[config.mk]
export PLATFORM = sky130hd
export DESIGN_NAME = smoothed_hsv_to_rgb_core_flat
export DESIGN_NICKNAME = d
export VERILOG_FILES = /design/src/sv/hsvr_pkg.sv /design/src/sv/hsvr_if.sv /design/src/sv/smoothed_hsv_to_rgb_core.sv /design/src/sv/hsvr_front.sv /design/src/sv/hsvr_queue.sv /design/src/sv/hsvr_back.sv /design/src/flat_wrapper.sv
export SDC_FILE = /design/constraint.sdc
export NUM_CORES = 2
export LEC_CHECK = 0
export BUFFER_PORTS_ARGS = -buffer_cell sky130_fd_sc_hd__buf_2
export CAP_MARGIN = 5
export CORE_MARGIN = 2
export CORE_UTILIZATION = 45
export DETAILED_ROUTE_END_ITERATION = 10
export PLACE_DENSITY = 0.7
export SYNTH_ARGS = -nofsm -noshare
export SYNTH_HDL_FRONTEND = slang
export SYNTH_HIERARCHICAL = 1
export SYNTH_SLANG_ARGS = --single-unit
[constraint.sdc]
create_clock -name i_clk -period 11.6 [get_ports i_clk]
set_input_delay 1.16 -clock i_clk [delete_from_list [all_inputs] [get_ports i_clk]]
set_output_delay 1.16 -clock i_clk [all_outputs]
set_load 0.01 [all_outputs]
[src/sv/hsvr_pkg.sv]
// hsvr_pkg: shared widths, constants, types and helpers for the smoothed hsv to rgb core
// no dependencies; used by every rtl file of the block
package hsvr_pkg;

    localparam int SAMPLE_BITS   = 12;
    localparam int FRACTION_BITS = 12;
    localparam int W_BITS        = SAMPLE_BITS + FRACTION_BITS;
    localparam int RETAIN_BITS   = 16;
    localparam int COLOR_BITS    = 8;

    localparam logic [RETAIN_BITS-1:0] RETAIN_RESET = 16'd58982;
    localparam logic [W_BITS:0]        ONE_W        = {1'b1, {W_BITS{1'b0}}};

    // one smoothed sample set
    typedef struct packed {
        logic [W_BITS-1:0] hue;
        logic [W_BITS-1:0] sat;
        logic [W_BITS-1:0] val;
    } t_hsv;

    // handshake between front end / back end and the queue
    typedef struct packed {
        logic push;
        logic pop;
    } t_q_ctl;

    typedef struct packed {
        logic full;
        logic empty;
    } t_q_sts;

    typedef enum logic [1:0] {
        F_IDLE,
        F_SMOOTH,
        F_PUSH
    } t_front_state;

    typedef enum logic [2:0] {
        B_IDLE,
        B_SQ,
        B_ST,
        B_P,
        B_Q,
        B_T,
        B_OUT
    } t_back_state;

    // scale a q0.W channel to 8 bits: (x*255) >> W, saturated
    function automatic logic [COLOR_BITS-1:0] to8(input logic [W_BITS-1:0] x);
        logic [W_BITS+8:0] prod;
        logic [8:0]        top;
        begin
            prod = ({1'b0, x, 8'd0}) - {9'd0, x};
            top  = prod[W_BITS+8:W_BITS];
            to8  = (top > 9'd255) ? 8'd255 : top[7:0];
        end
    endfunction

endpackage

[src/sv/hsvr_if.sv]
// hsvr_in_if / hsvr_out_if: valid-ready channels for sample sets and colors
// depends on hsvr_pkg for field widths
interface hsvr_in_if;
    logic                               valid;
    logic                               ready;
    logic [hsvr_pkg::SAMPLE_BITS-1:0]   hue_sample;
    logic [hsvr_pkg::SAMPLE_BITS-1:0]   saturation_sample;
    logic [hsvr_pkg::SAMPLE_BITS-1:0]   value_sample;

    modport source (output valid, hue_sample, saturation_sample, value_sample, input ready);
    modport sink   (input valid, hue_sample, saturation_sample, value_sample, output ready);
endinterface

interface hsvr_out_if;
    logic                              valid;
    logic                              ready;
    logic [hsvr_pkg::COLOR_BITS-1:0]   red;
    logic [hsvr_pkg::COLOR_BITS-1:0]   green;
    logic [hsvr_pkg::COLOR_BITS-1:0]   blue;

    modport source (output valid, red, green, blue, input ready);
    modport sink   (input valid, red, green, blue, output ready);
endinterface

[src/sv/smoothed_hsv_to_rgb_core.sv]
// smoothed_hsv_to_rgb_core: top level of the smoothed hsv to rgb converter
// depends on hsvr_pkg, hsvr_if, hsvr_front, hsvr_queue, hsvr_back
//
// Each request carries hue, saturation and value samples; each is run through
// an exponential smoother weighted by the retain factor (q0.16, reset 58982),
// and one rgb color comes out per request. The front end steps through the accept
// step, three smoother steps on one multiplier pair, then a queue push; the back
// end steps through a load, five products on one shared multiplier and an output
// step, so the back end sets the sustained request rate, which drops further while
// the color side holds ready low. Each side takes a new request only when done with its last.
// A two-entry queue and the output register decouple both sides.
module smoothed_hsv_to_rgb_core (
    input  logic                             i_clk,
    input  logic                             i_rst_n,
    input  logic                             i_cfg_we,
    input  logic [hsvr_pkg::RETAIN_BITS-1:0] i_cfg_data,
    hsvr_in_if.sink                          i_in,
    hsvr_out_if.source                       o_out
);

    logic [hsvr_pkg::RETAIN_BITS-1:0] r_retain;
    logic             q_push, q_pop;
    hsvr_pkg::t_q_ctl q_ctl;
    hsvr_pkg::t_q_sts q_sts;
    hsvr_pkg::t_hsv   push_data, q_data;

    assign q_ctl = '{push: q_push, pop: q_pop};

    // retain factor register
    always_ff @(posedge i_clk) begin
        if (!i_rst_n)      r_retain <= hsvr_pkg::RETAIN_RESET;
        else if (i_cfg_we) r_retain <= i_cfg_data;
    end

    hsvr_front u_front (
        .i_clk, .i_rst_n,
        .i_retain    (r_retain),
        .i_in        (i_in),
        .i_q_sts     (q_sts),
        .o_push      (q_push),
        .o_push_data (push_data)
    );

    hsvr_queue u_queue (
        .i_clk, .i_rst_n,
        .i_ctl  (q_ctl),
        .i_data (push_data),
        .o_sts  (q_sts),
        .o_data (q_data)
    );

    hsvr_back u_back (
        .i_clk, .i_rst_n,
        .i_q_sts  (q_sts),
        .i_q_data (q_data),
        .o_pop    (q_pop),
        .o_out    (o_out)
    );

endmodule

[src/sv/hsvr_front.sv]
// hsvr_front: accepts sample sets and runs the three exponential smoothers
// depends on hsvr_pkg; feeds hsvr_queue
module hsvr_front (
    input  logic                                i_clk,
    input  logic                                i_rst_n,
    input  logic [hsvr_pkg::RETAIN_BITS-1:0]    i_retain,
    hsvr_in_if.sink                             i_in,
    input  hsvr_pkg::t_q_sts                    i_q_sts,
    output logic                                o_push,
    output hsvr_pkg::t_hsv                      o_push_data
);

    hsvr_pkg::t_front_state r_state, n_state;
    logic [1:0]                        r_idx;
    logic [hsvr_pkg::SAMPLE_BITS-1:0]  r_samp [3];
    logic [hsvr_pkg::W_BITS-1:0]       r_sm   [3];

    logic                              accept;
    logic [hsvr_pkg::W_BITS-1:0]       old_v;
    logic [hsvr_pkg::W_BITS-1:0]       x_v;
    logic [hsvr_pkg::RETAIN_BITS:0]    take;
    logic [hsvr_pkg::W_BITS+hsvr_pkg::RETAIN_BITS-1:0] keep_prod;
    logic [hsvr_pkg::W_BITS+hsvr_pkg::RETAIN_BITS:0]   take_prod;
    logic [hsvr_pkg::W_BITS+hsvr_pkg::RETAIN_BITS+1:0] acc;

    assign accept = i_in.valid && i_in.ready;

    // next state
    always_comb begin
        n_state = r_state;
        unique case (r_state)
            hsvr_pkg::F_IDLE:   if (accept) n_state = hsvr_pkg::F_SMOOTH;
            hsvr_pkg::F_SMOOTH: if (r_idx == 2'd2) n_state = hsvr_pkg::F_PUSH;
            hsvr_pkg::F_PUSH:   if (!i_q_sts.full) n_state = hsvr_pkg::F_IDLE;
            default:            n_state = hsvr_pkg::F_IDLE;
        endcase
    end

    // outputs
    always_comb begin
        i_in.ready = (r_state == hsvr_pkg::F_IDLE);
        o_push     = (r_state == hsvr_pkg::F_PUSH) && !i_q_sts.full;
    end

    assign o_push_data = '{hue: r_sm[0], sat: r_sm[1], val: r_sm[2]};

    // one smoother step: old*keep + (sample<<F)*(65536-keep), >> 16
    always_comb begin
        old_v     = r_sm[r_idx];
        x_v       = {r_samp[r_idx], {hsvr_pkg::FRACTION_BITS{1'b0}}};
        take      = {1'b1, {hsvr_pkg::RETAIN_BITS{1'b0}}} - {1'b0, i_retain};
        keep_prod = old_v * i_retain;
        take_prod = x_v * take;
        acc       = {2'd0, keep_prod} + {1'b0, take_prod};
    end

    always_ff @(posedge i_clk) begin
        if (!i_rst_n) begin
            r_state <= hsvr_pkg::F_IDLE;
            r_idx   <= 2'd0;
            r_sm[0] <= '0;
            r_sm[1] <= '0;
            r_sm[2] <= '0;
        end else begin
            r_state <= n_state;
            if (accept) begin
                r_idx     <= 2'd0;
                r_samp[0] <= i_in.hue_sample;
                r_samp[1] <= i_in.saturation_sample;
                r_samp[2] <= i_in.value_sample;
            end
            if (r_state == hsvr_pkg::F_SMOOTH) begin
                r_sm[r_idx] <= acc[hsvr_pkg::W_BITS+hsvr_pkg::RETAIN_BITS-1:hsvr_pkg::RETAIN_BITS];
                r_idx       <= r_idx + 2'd1;
            end
        end
    end

endmodule

[src/sv/hsvr_queue.sv]
// hsvr_queue: two-entry queue of smoothed sample sets between front and back end
// depends on hsvr_pkg
module hsvr_queue (
    input  logic               i_clk,
    input  logic               i_rst_n,
    input  hsvr_pkg::t_q_ctl   i_ctl,
    input  hsvr_pkg::t_hsv     i_data,
    output hsvr_pkg::t_q_sts   o_sts,
    output hsvr_pkg::t_hsv     o_data
);

    hsvr_pkg::t_hsv r_mem [2];
    logic           r_wp, r_rp;
    logic [1:0]     r_cnt;

    assign o_sts.full  = (r_cnt == 2'd2);
    assign o_sts.empty = (r_cnt == 2'd0);
    assign o_data      = r_mem[r_rp];

    // storage
    always_ff @(posedge i_clk) begin
        if (i_ctl.push) r_mem[r_wp] <= i_data;
    end

    // pointers and fill count
    always_ff @(posedge i_clk) begin
        if (!i_rst_n) begin
            r_wp  <= 1'b0;
            r_rp  <= 1'b0;
            r_cnt <= 2'd0;
        end else begin
            if (i_ctl.push) r_wp <= ~r_wp;
            if (i_ctl.pop)  r_rp <= ~r_rp;
            r_cnt <= r_cnt + {1'b0, i_ctl.push} - {1'b0, i_ctl.pop};
        end
    end

endmodule

[src/sv/hsvr_back.sv]
// hsvr_back: hsv to rgb conversion over a shared multiplier, with output register
// depends on hsvr_pkg; pulls from hsvr_queue
module hsvr_back (
    input  logic               i_clk,
    input  logic               i_rst_n,
    input  hsvr_pkg::t_q_sts   i_q_sts,
    input  hsvr_pkg::t_hsv     i_q_data,
    output logic               o_pop,
    hsvr_out_if.source         o_out
);

    localparam int W = hsvr_pkg::W_BITS;

    hsvr_pkg::t_back_state r_state, n_state;
    logic [2:0]     r_sector;
    logic [W-1:0]   r_ff, r_s, r_v, r_sq, r_st, r_p, r_q, r_t;
    logic           r_ovalid;
    logic [7:0]     r_red, r_green, r_blue;

    logic [W:0]     mul_a;
    logic [W-1:0]   mul_b;
    logic [2*W:0]   prod;
    logic [W-1:0]   prod_hi;
    logic [W+2:0]   h6;
    logic           out_free;
    logic [W-1:0]   sel_r, sel_g, sel_b;

    assign out_free = !r_ovalid || o_out.ready;
    assign h6       = {1'b0, i_q_data.hue, 2'b00} + {2'b00, i_q_data.hue, 1'b0};

    // next state
    always_comb begin
        n_state = r_state;
        unique case (r_state)
            hsvr_pkg::B_IDLE:  if (!i_q_sts.empty) n_state = hsvr_pkg::B_SQ;
            hsvr_pkg::B_SQ:    n_state = hsvr_pkg::B_ST;
            hsvr_pkg::B_ST:    n_state = hsvr_pkg::B_P;
            hsvr_pkg::B_P:     n_state = hsvr_pkg::B_Q;
            hsvr_pkg::B_Q:     n_state = hsvr_pkg::B_T;
            hsvr_pkg::B_T:     n_state = hsvr_pkg::B_OUT;
            hsvr_pkg::B_OUT:   if (out_free) n_state = hsvr_pkg::B_IDLE;
            default:           n_state = hsvr_pkg::B_IDLE;
        endcase
    end

    // outputs: queue pop and multiplier operands
    always_comb begin
        o_pop = (r_state == hsvr_pkg::B_IDLE) && !i_q_sts.empty;
        mul_a = '0;
        mul_b = r_v;
        unique case (r_state)
            hsvr_pkg::B_SQ: begin mul_a = {1'b0, r_ff}; mul_b = r_s; end
            hsvr_pkg::B_ST: begin mul_a = hsvr_pkg::ONE_W - {1'b0, r_ff}; mul_b = r_s; end
            hsvr_pkg::B_P:  mul_a = hsvr_pkg::ONE_W - {1'b0, r_s};
            hsvr_pkg::B_Q:  mul_a = hsvr_pkg::ONE_W - {1'b0, r_sq};
            hsvr_pkg::B_T:  mul_a = hsvr_pkg::ONE_W - {1'b0, r_st};
            default:        mul_a = '0;
        endcase
    end

    assign prod    = mul_a * mul_b;
    assign prod_hi = prod[2*W-1:W];

    // channel selection by sector; zero saturation makes p, q and t equal v
    always_comb begin
        case (r_sector)
            3'd0:    begin sel_r = r_v; sel_g = r_t; sel_b = r_p; end
            3'd1:    begin sel_r = r_q; sel_g = r_v; sel_b = r_p; end
            3'd2:    begin sel_r = r_p; sel_g = r_v; sel_b = r_t; end
            3'd3:    begin sel_r = r_p; sel_g = r_q; sel_b = r_v; end
            3'd4:    begin sel_r = r_t; sel_g = r_p; sel_b = r_v; end
            default: begin sel_r = r_v; sel_g = r_p; sel_b = r_q; end
        endcase
    end

    // datapath registers
    always_ff @(posedge i_clk) begin
        if (o_pop) begin
            r_sector <= h6[W+2:W];
            r_ff     <= h6[W-1:0];
            r_s      <= i_q_data.sat;
            r_v      <= i_q_data.val;
        end
        if (r_state == hsvr_pkg::B_SQ) r_sq <= prod_hi;
        if (r_state == hsvr_pkg::B_ST) r_st <= prod_hi;
        if (r_state == hsvr_pkg::B_P)  r_p  <= prod_hi;
        if (r_state == hsvr_pkg::B_Q)  r_q  <= prod_hi;
        if (r_state == hsvr_pkg::B_T)  r_t  <= prod_hi;
        if (r_state == hsvr_pkg::B_OUT && out_free) begin
            r_red   <= hsvr_pkg::to8(sel_r);
            r_green <= hsvr_pkg::to8(sel_g);
            r_blue  <= hsvr_pkg::to8(sel_b);
        end
    end

    // control registers
    always_ff @(posedge i_clk) begin
        if (!i_rst_n) begin
            r_state  <= hsvr_pkg::B_IDLE;
            r_ovalid <= 1'b0;
        end else begin
            r_state <= n_state;
            if (r_state == hsvr_pkg::B_OUT && out_free) r_ovalid <= 1'b1;
            else if (o_out.ready)                      r_ovalid <= 1'b0;
        end
    end

    assign o_out.valid = r_ovalid;
    assign o_out.red   = r_red;
    assign o_out.green = r_green;
    assign o_out.blue  = r_blue;

endmodule

[src/flat_wrapper.sv]
// flat-port wrapper written by rule: the top's interface ports become plain ports
module smoothed_hsv_to_rgb_core_flat 
  (i_clk, i_rst_n, i_cfg_we, i_cfg_data, i_in_valid, i_in_hue_sample, i_in_saturation_sample, i_in_value_sample, i_in_ready, o_out_valid, o_out_red, o_out_green, o_out_blue, o_out_ready);
  hsvr_in_if i_in_i ();
  hsvr_out_if o_out_i ();
  input  logic i_clk;
  input  logic i_rst_n;
  input  logic i_cfg_we;
  input  logic [hsvr_pkg::RETAIN_BITS-1:0] i_cfg_data;
  input wire logic [$bits(i_in_i.valid)-1:0] i_in_valid;
  input wire logic [$bits(i_in_i.hue_sample)-1:0] i_in_hue_sample;
  input wire logic [$bits(i_in_i.saturation_sample)-1:0] i_in_saturation_sample;
  input wire logic [$bits(i_in_i.value_sample)-1:0] i_in_value_sample;
  output wire logic [$bits(i_in_i.ready)-1:0] i_in_ready;
  output wire logic [$bits(o_out_i.valid)-1:0] o_out_valid;
  output wire logic [$bits(o_out_i.red)-1:0] o_out_red;
  output wire logic [$bits(o_out_i.green)-1:0] o_out_green;
  output wire logic [$bits(o_out_i.blue)-1:0] o_out_blue;
  input wire logic [$bits(o_out_i.ready)-1:0] o_out_ready;
  assign i_in_i.valid = i_in_valid;
  assign i_in_i.hue_sample = i_in_hue_sample;
  assign i_in_i.saturation_sample = i_in_saturation_sample;
  assign i_in_i.value_sample = i_in_value_sample;
  assign i_in_ready = i_in_i.ready;
  assign o_out_valid = o_out_i.valid;
  assign o_out_red = o_out_i.red;
  assign o_out_green = o_out_i.green;
  assign o_out_blue = o_out_i.blue;
  assign o_out_i.ready = o_out_ready;
  smoothed_hsv_to_rgb_core u_core (.i_clk(i_clk), .i_rst_n(i_rst_n), .i_cfg_we(i_cfg_we), .i_cfg_data(i_cfg_data), .i_in(i_in_i), .o_out(o_out_i));
endmodule
# After elaboration in Yosys (flattened, before gate mapping)
# Memory sizes are Yosys's and may differ from the RTL's. A register that Yosys moved wholly into a read port is not among the register bits.
# Cells that the tools add are included.
# op_classes
magnitude_cmp,3
n_eq_ne,19
n_addsub,13
n_mux,34
bitwise_logic,2
n_reduce_logical,22
n_mul,3
# op_table
op,count
$pmux W24 S3,3
$pmux W25 S5,1
$sub A25 B24 Y25 const A,4
$sub A32 B24 Y33,3
$mul A25 B24 Y48,1
$mux W24,2
$add A40 B40 Y40,1
$mul A24 B16 Y40,1
$mul A12 B17 Y28,1
$add A26 B25 Y27,1
$gt A9 B8 Y1 const B,3
$reduce_or A24 Y1,1
$pmux W3 S7,1
$mux W2,10
$sub A17 B16 Y17 const A,1
$mux W1,14
$eq A3 B2 Y1 const B,4
$eq A3 B3 Y1 const B,4
$reduce_or A2 Y1,5
$ne A2 B2 Y1 const B,4
$eq A2 B2 Y1 const B,3
$eq A3 B1 Y1 const B,2
$logic_not A3 Y1,2
$mux W3,2
14 further kinds,22
# totals
in_bits,57
out_inout_bits,26
reg_bits,247
mem_count,3
mem_bits_rw,252
word_cells,119
# mem_list
memory,words,word_bits,rd,rd_clocked_by_memory_dff,wr,line_no,text
u_core.u_queue.r_mem,2,72,1,1,1,hsvr_queue.sv:12,hsvr_pkg::t_hsv r_mem [2];
u_core.u_front.r_sm,3,24,4,1,3,hsvr_front.sv:16,logic [hsvr_pkg::W_BITS-1:0] r_sm [3];
u_core.u_front.r_samp,3,12,1,1,3,hsvr_front.sv:15,logic [hsvr_pkg::SAMPLE_BITS-1:0] r_samp [3];

# Logic depth before layout (Yosys ltp)
# depth
word_depth,6
depth_mapped,43
depth_no_buf,39

# Hierarchy
# Netlist, hierarchy kept.
# modules_own_cells
mod,area_per_inst_um2,cells_each,seq_area_each_um2,n_inst
hsvr_back,32521.2,3491,6626.4,1
hsvr_front,25076.6,2665,4083.9,1
hsvr_queue,5774.3,245,4424.2,1
smoothed_hsv_to_rgb_core,594.3,51,320.3,1

# Least setup slack after synthesis
# No wires, ideal clock.
# synth_path
path_kind,flip-flop to flip-flop
startpoint,reg with a tool-made name
endpoint,"mem u_core/u_front/r_sm[0][20] (netlist bit), data pin"
setup_time_ns,0.270
period_less_slack_ns,10.541
slack_ns,1.059
required_ns,11.330
n_path_buf,5
path_stages_with_launch,38
arrival_time_ns,10.271
cell_sequence,dfxtp_1 buf_2 buf_1 buf_2 mux2i_1 o21ai_1 clkbuf_1 nand2_1 fa_1 fa_1 fa_1 inv_1 fa_1 inv_1 fa_1 inv_1 ha_1 or3_1 (+2 left out) a21oi_1 xnor2_1 ha_1 fa_1 inv_1 fa_1 fa_1 inv_1 ha_1 clkbuf_1 and3_1 and2_1 nand2_1 or4_1 o211a_1 a21o_1 a211oi_1 nor2_1
# synth_lines
element,line_no
end: declaration,hsvr_front.sv:16

# Final worst setup path
# layout_path
startpoint,reg u_core.u_back.r_state[1]
endpoint,"reg u_core.u_back.r_p[21], data pin"
# layout_via
elab_chain_cells,4
word_cells_on_any_way,9
classes_between,mul (1); eq/ne (5); mux (2); reduce/logical (1)
# layout_lines
element,line_no,text
start: declaration,hsvr_back.sv:14,"hsvr_pkg::t_back_state r_state, n_state;"
start signal: assignment,hsvr_back.sv:99,r_state <= hsvr_pkg::B_IDLE;
start signal: assignment,hsvr_back.sv:102,r_state <= n_state;
$eq A3 B1 Y1 / $eq A3 B2 Y1 (equally long branches),hsvr_back.sv:51,unique case (r_state)
$reduce_or A2 Y1 (no source line),--,
$mux W24,hsvr_back.sv:51,
$mul A25 B24 Y48 *,hsvr_back.sv:61,assign prod = mul_a * mul_b;
via u_core.u_back.prod[45],hsvr_back.sv:22,logic [2*W:0] prod;
end signal: assignment,hsvr_back.sv:86,if (r_state == hsvr_pkg::B_P) r_p <= prod_hi;
end: declaration,hsvr_back.sv:16,"logic [W-1:0] r_ff, r_s, r_v, r_sq, r_st, r_p, r_q, r_t;"
# The timed path passes the listed nets; every way through them passes the cells marked *.
# A chain may end at the register's enable or synchronous reset.

==> flow_metrics.py <==
metrics = {
    "die": {
        "core_sq_um": 141000,
        "fp-row-count": 138,
        "die_y_microns": 381,
        "die_w_microns": 381,
        "dieArea_sq_um": 145000,
        "boundaryPins": 83,
        "start_util": 0.453,
    },
    "synth": {
        "synthArstFlopShare": 0,
        "yosysUniqueCellTypes": 96,
        "syn_area_sq_um": 64000,
        "synth_edf_count": 494,
        "syn-mean-instance-area_sq_um": 9.91,
        "ys_seq_area_frac": 0.242,
        "ys_warn_count": 6,
        "synthFlopType": "edfxtp_1",
        "synth_seq_cells": 525,
        "synth_fp_nets": 7914,
        "synthCells": 6452,
    },
    "min_path": {
        "hold_path_depth": 0,
        "hold_path_class": "reg2reg",
    },
    "clocking": {
        "post_cts_buffers": 0,
        "cts_buffers": 56,
        "cts_buffer_depth": 3,
        "cts_tree": "done",
        "clock-sinks": 525,
        "htreeDepth": 2,
        "clk_pin_slew_worst_paths_ns": 0.06,
        "cts_root_buffer": "clkbuf_16",
        "cts_resized": 0,
        "hold_buffers": 0,
        "insertion_delay_ns": 0.68,
    },
    "sta": {
        "skew_ns": 0.0560,
        "tightest_slew_ns": 1.14,
        "grt_setup_unrepaired": "no",
        "fin_tns_setup_ns": 0,
        "fin_crit_ns": 11.06,
        "relSlewSlack": 0.231,
        "period_share": 0.953,
        "maxSlewViolCount": 0,
        "setup_violations": 0,
        "clock.fmax_mhz": 90.4,
        "finalHoldViolations": 0,
    },
    "global_route": {
        "grt_max_degree": 89,
        "grt_pass1_wl_microns": 302000,
        "grtUsageTotal": 0.274,
        "antenna_found_initial": 8,
        "overflow": 0,
        "grt_pass1_vias": 49700,
    },
    "finish": {
        "final_common_cell": "inv_1",
        "layout.cells.non_filler": 8416,
        "drive_gt1_frac": 0.0840,
        "syn_to_final_growth_pct": 7.38,
        "fillCellCount": 13000,
        "nets": 7944,
        "final_cell_mix": "inv_1, fa_1, nand2_1",
    },
    "drt": {
        "drt_iter0_drc": 4551,
        "wl_per_cell_microns": 23.5,
        "highest_layer": "met5",
        "met2_wirelength_microns": 92100,
        "first_pass_iters": 8,
        "vias": 47600,
        "met3_length_microns": 18000,
        "ant_nets": 0,
        "drt-total-wl_microns": 198000,
        "viasPerCell": 5.66,
        "m1WireLength_microns": 73800,
        "drc": 0,
    },
    "run": {
        "cap_viol_max_count": 0,
    },
    "setup_path": {
        "reg2regPathDepth": 32,
        "slowest_stage": "dfxtp_1",
        "setup.worst_path.start_class": "flip-flop",
        "cp.required_ns": 11.99,
        "cp-end-kind": "flip-flop",
        "crit_path_frequent_cell": "fa_1",
        "crit_type": "reg2reg",
        "crit_buf_inv": 6,
        "slowest_delay_ns": 0.81,
        "arrival_ns": 11.44,
        "path_delay_family": "adder cells",
        "cp_max_fo": 26,
        "cp.depth": 32,
    },
    "place": {
        "place_inst": 8314,
        "portBuffers": 82,
        "place_congestion": 1.01,
        "dpl.hpwl_microns": 153000,
    },
    "run_status": {
        "outcome": "completed",
    },
}
synth_stat cells (51+ instances only):
library cell | number | share of area
o21ai_0 | 136 | 0.011
nor2_1 | 582 | 0.034
nand2_1 | 780 | 0.046
xnor2_1 | 97 | 0.013
edfxtp_1 | 494 | 0.23
clkbuf_1 | 216 | 0.013
nor2b_1 | 51 | 0.0050
inv_1 | 1266 | 0.074
a21oi_1 | 163 | 0.013
xor2_1 | 56 | 0.0077
a21o_1 | 96 | 0.011
mux2_4 | 70 | 0.016
fa_1 | 984 | 0.31
and2_1 | 174 | 0.017
mux2i_1 | 61 | 0.0095
ha_1 | 421 | 0.082
routing by layer:
| metal | vias up | track usage |
|---|---|---|
| li1 | 20600 | - |
| met1 | 24000 | 0.340 |
| met2 | 2427 | 0.447 |
| met3 | 569 | 0.0516 |
| met4 | 6 | 0.161 |
| met5 | - | 0 |
cells by family (layout without fill, tap and decap cells):
group                    Yosys count  after routing  synth area share
flip-flops                       525            525             0.242
buffers and inverters           1549           1621            0.0946
AND/OR/NAND/NOR                 1847           1847             0.128
AO/OA/AOI/OAI                    780            780            0.0831
multiplexers                     191            191            0.0406
other                              0              2                 0
adder cells (fa/ha/maj)         1405           1405             0.390
XOR/XNOR                         155            155            0.0217
through the flow:
step	utilization	hold WS, ns	area (sq um)	setup slack (ns)
2_1_floorplan	-	0.435	64000	1.06
3_3_place_gp	0.474	0.447	66900	0.895
3_5_place_dp	0.474	0.461	66900	0.823
4_1_cts	0.486	0.470	68700	0.801
5_1_grt	0.486	0.488	68700	0.146
6_report	0.486	0.471	68700	0.543
final timing paths:
kind	from	end	slack, ns
max	u_core/u_back/r_state[1]$_SDFFE_PN0P_	u_core/u_back/r_p[21]$_DFFE_PN_	0.54
min reg2reg	u_core/u_front/r_sm[2][23]$_SDFFCE_PN0P_	u_core/u_queue/r_mem[1][23]$_DFFE_PP_	0.47
min	u_core/u_front/r_sm[2][23]$_SDFFCE_PN0P_	u_core/u_queue/r_mem[1][23]$_DFFE_PP_	0.47
max reg2reg	u_core/u_back/r_state[1]$_SDFFE_PN0P_	u_core/u_back/r_p[21]$_DFFE_PN_	0.54
sequential cells by signal, indices dropped and copies added (netlist names), 2 cells and up, named ones only:
| name | count |
|---|---|
| u_core/u_back/r_st | 24 |
| u_core/u_back/o_out.red | 8 |
| u_core/u_back/r_t | 24 |
| u_core/u_front/r_state | 2 |
| u_core/u_back/o_out.blue | 8 |
| u_core/u_front/r_samp | 36 |
| u_core/u_back/r_p | 24 |
| u_core/r_retain | 16 |
| u_core/u_front/r_idx | 2 |
| u_core/u_back/r_q | 24 |
| u_core/u_back/r_ff | 23 |
| u_core/u_back/r_s | 24 |
| u_core/u_back/r_state | 3 |
| u_core/u_front/r_sm | 96 |
| u_core/u_queue/r_mem | 144 |
| u_core/u_back/o_out.green | 8 |
| u_core/u_queue/r_cnt | 2 |
| u_core/u_back/r_sector | 3 |
| u_core/u_back/r_sq | 24 |
| u_core/u_back/r_v | 24 |
final cells by class:
| type | count | area (sq um) | share of cell area |
|---|---|---|---|
| well taps | 1890 | 2360 | 0.0344 |
| flip-flops and latches | 525 | 15500 | 0.225 |
| multi-input cells | 4378 | 42600 | 0.620 |
| diodes | 2 | 5.00 | 0.0000729 |
| repair buffers | 254 | 1730 | 0.0251 |
| inverters | 1267 | 4760 | 0.0692 |
| clock buffers | 66 | 1440 | 0.0209 |
| clock inverters | 34 | 344 | 0.00501 |
Power is not shown: default switching activity piles up to over one toggle a cycle in this logic, so the estimate is an artifact.
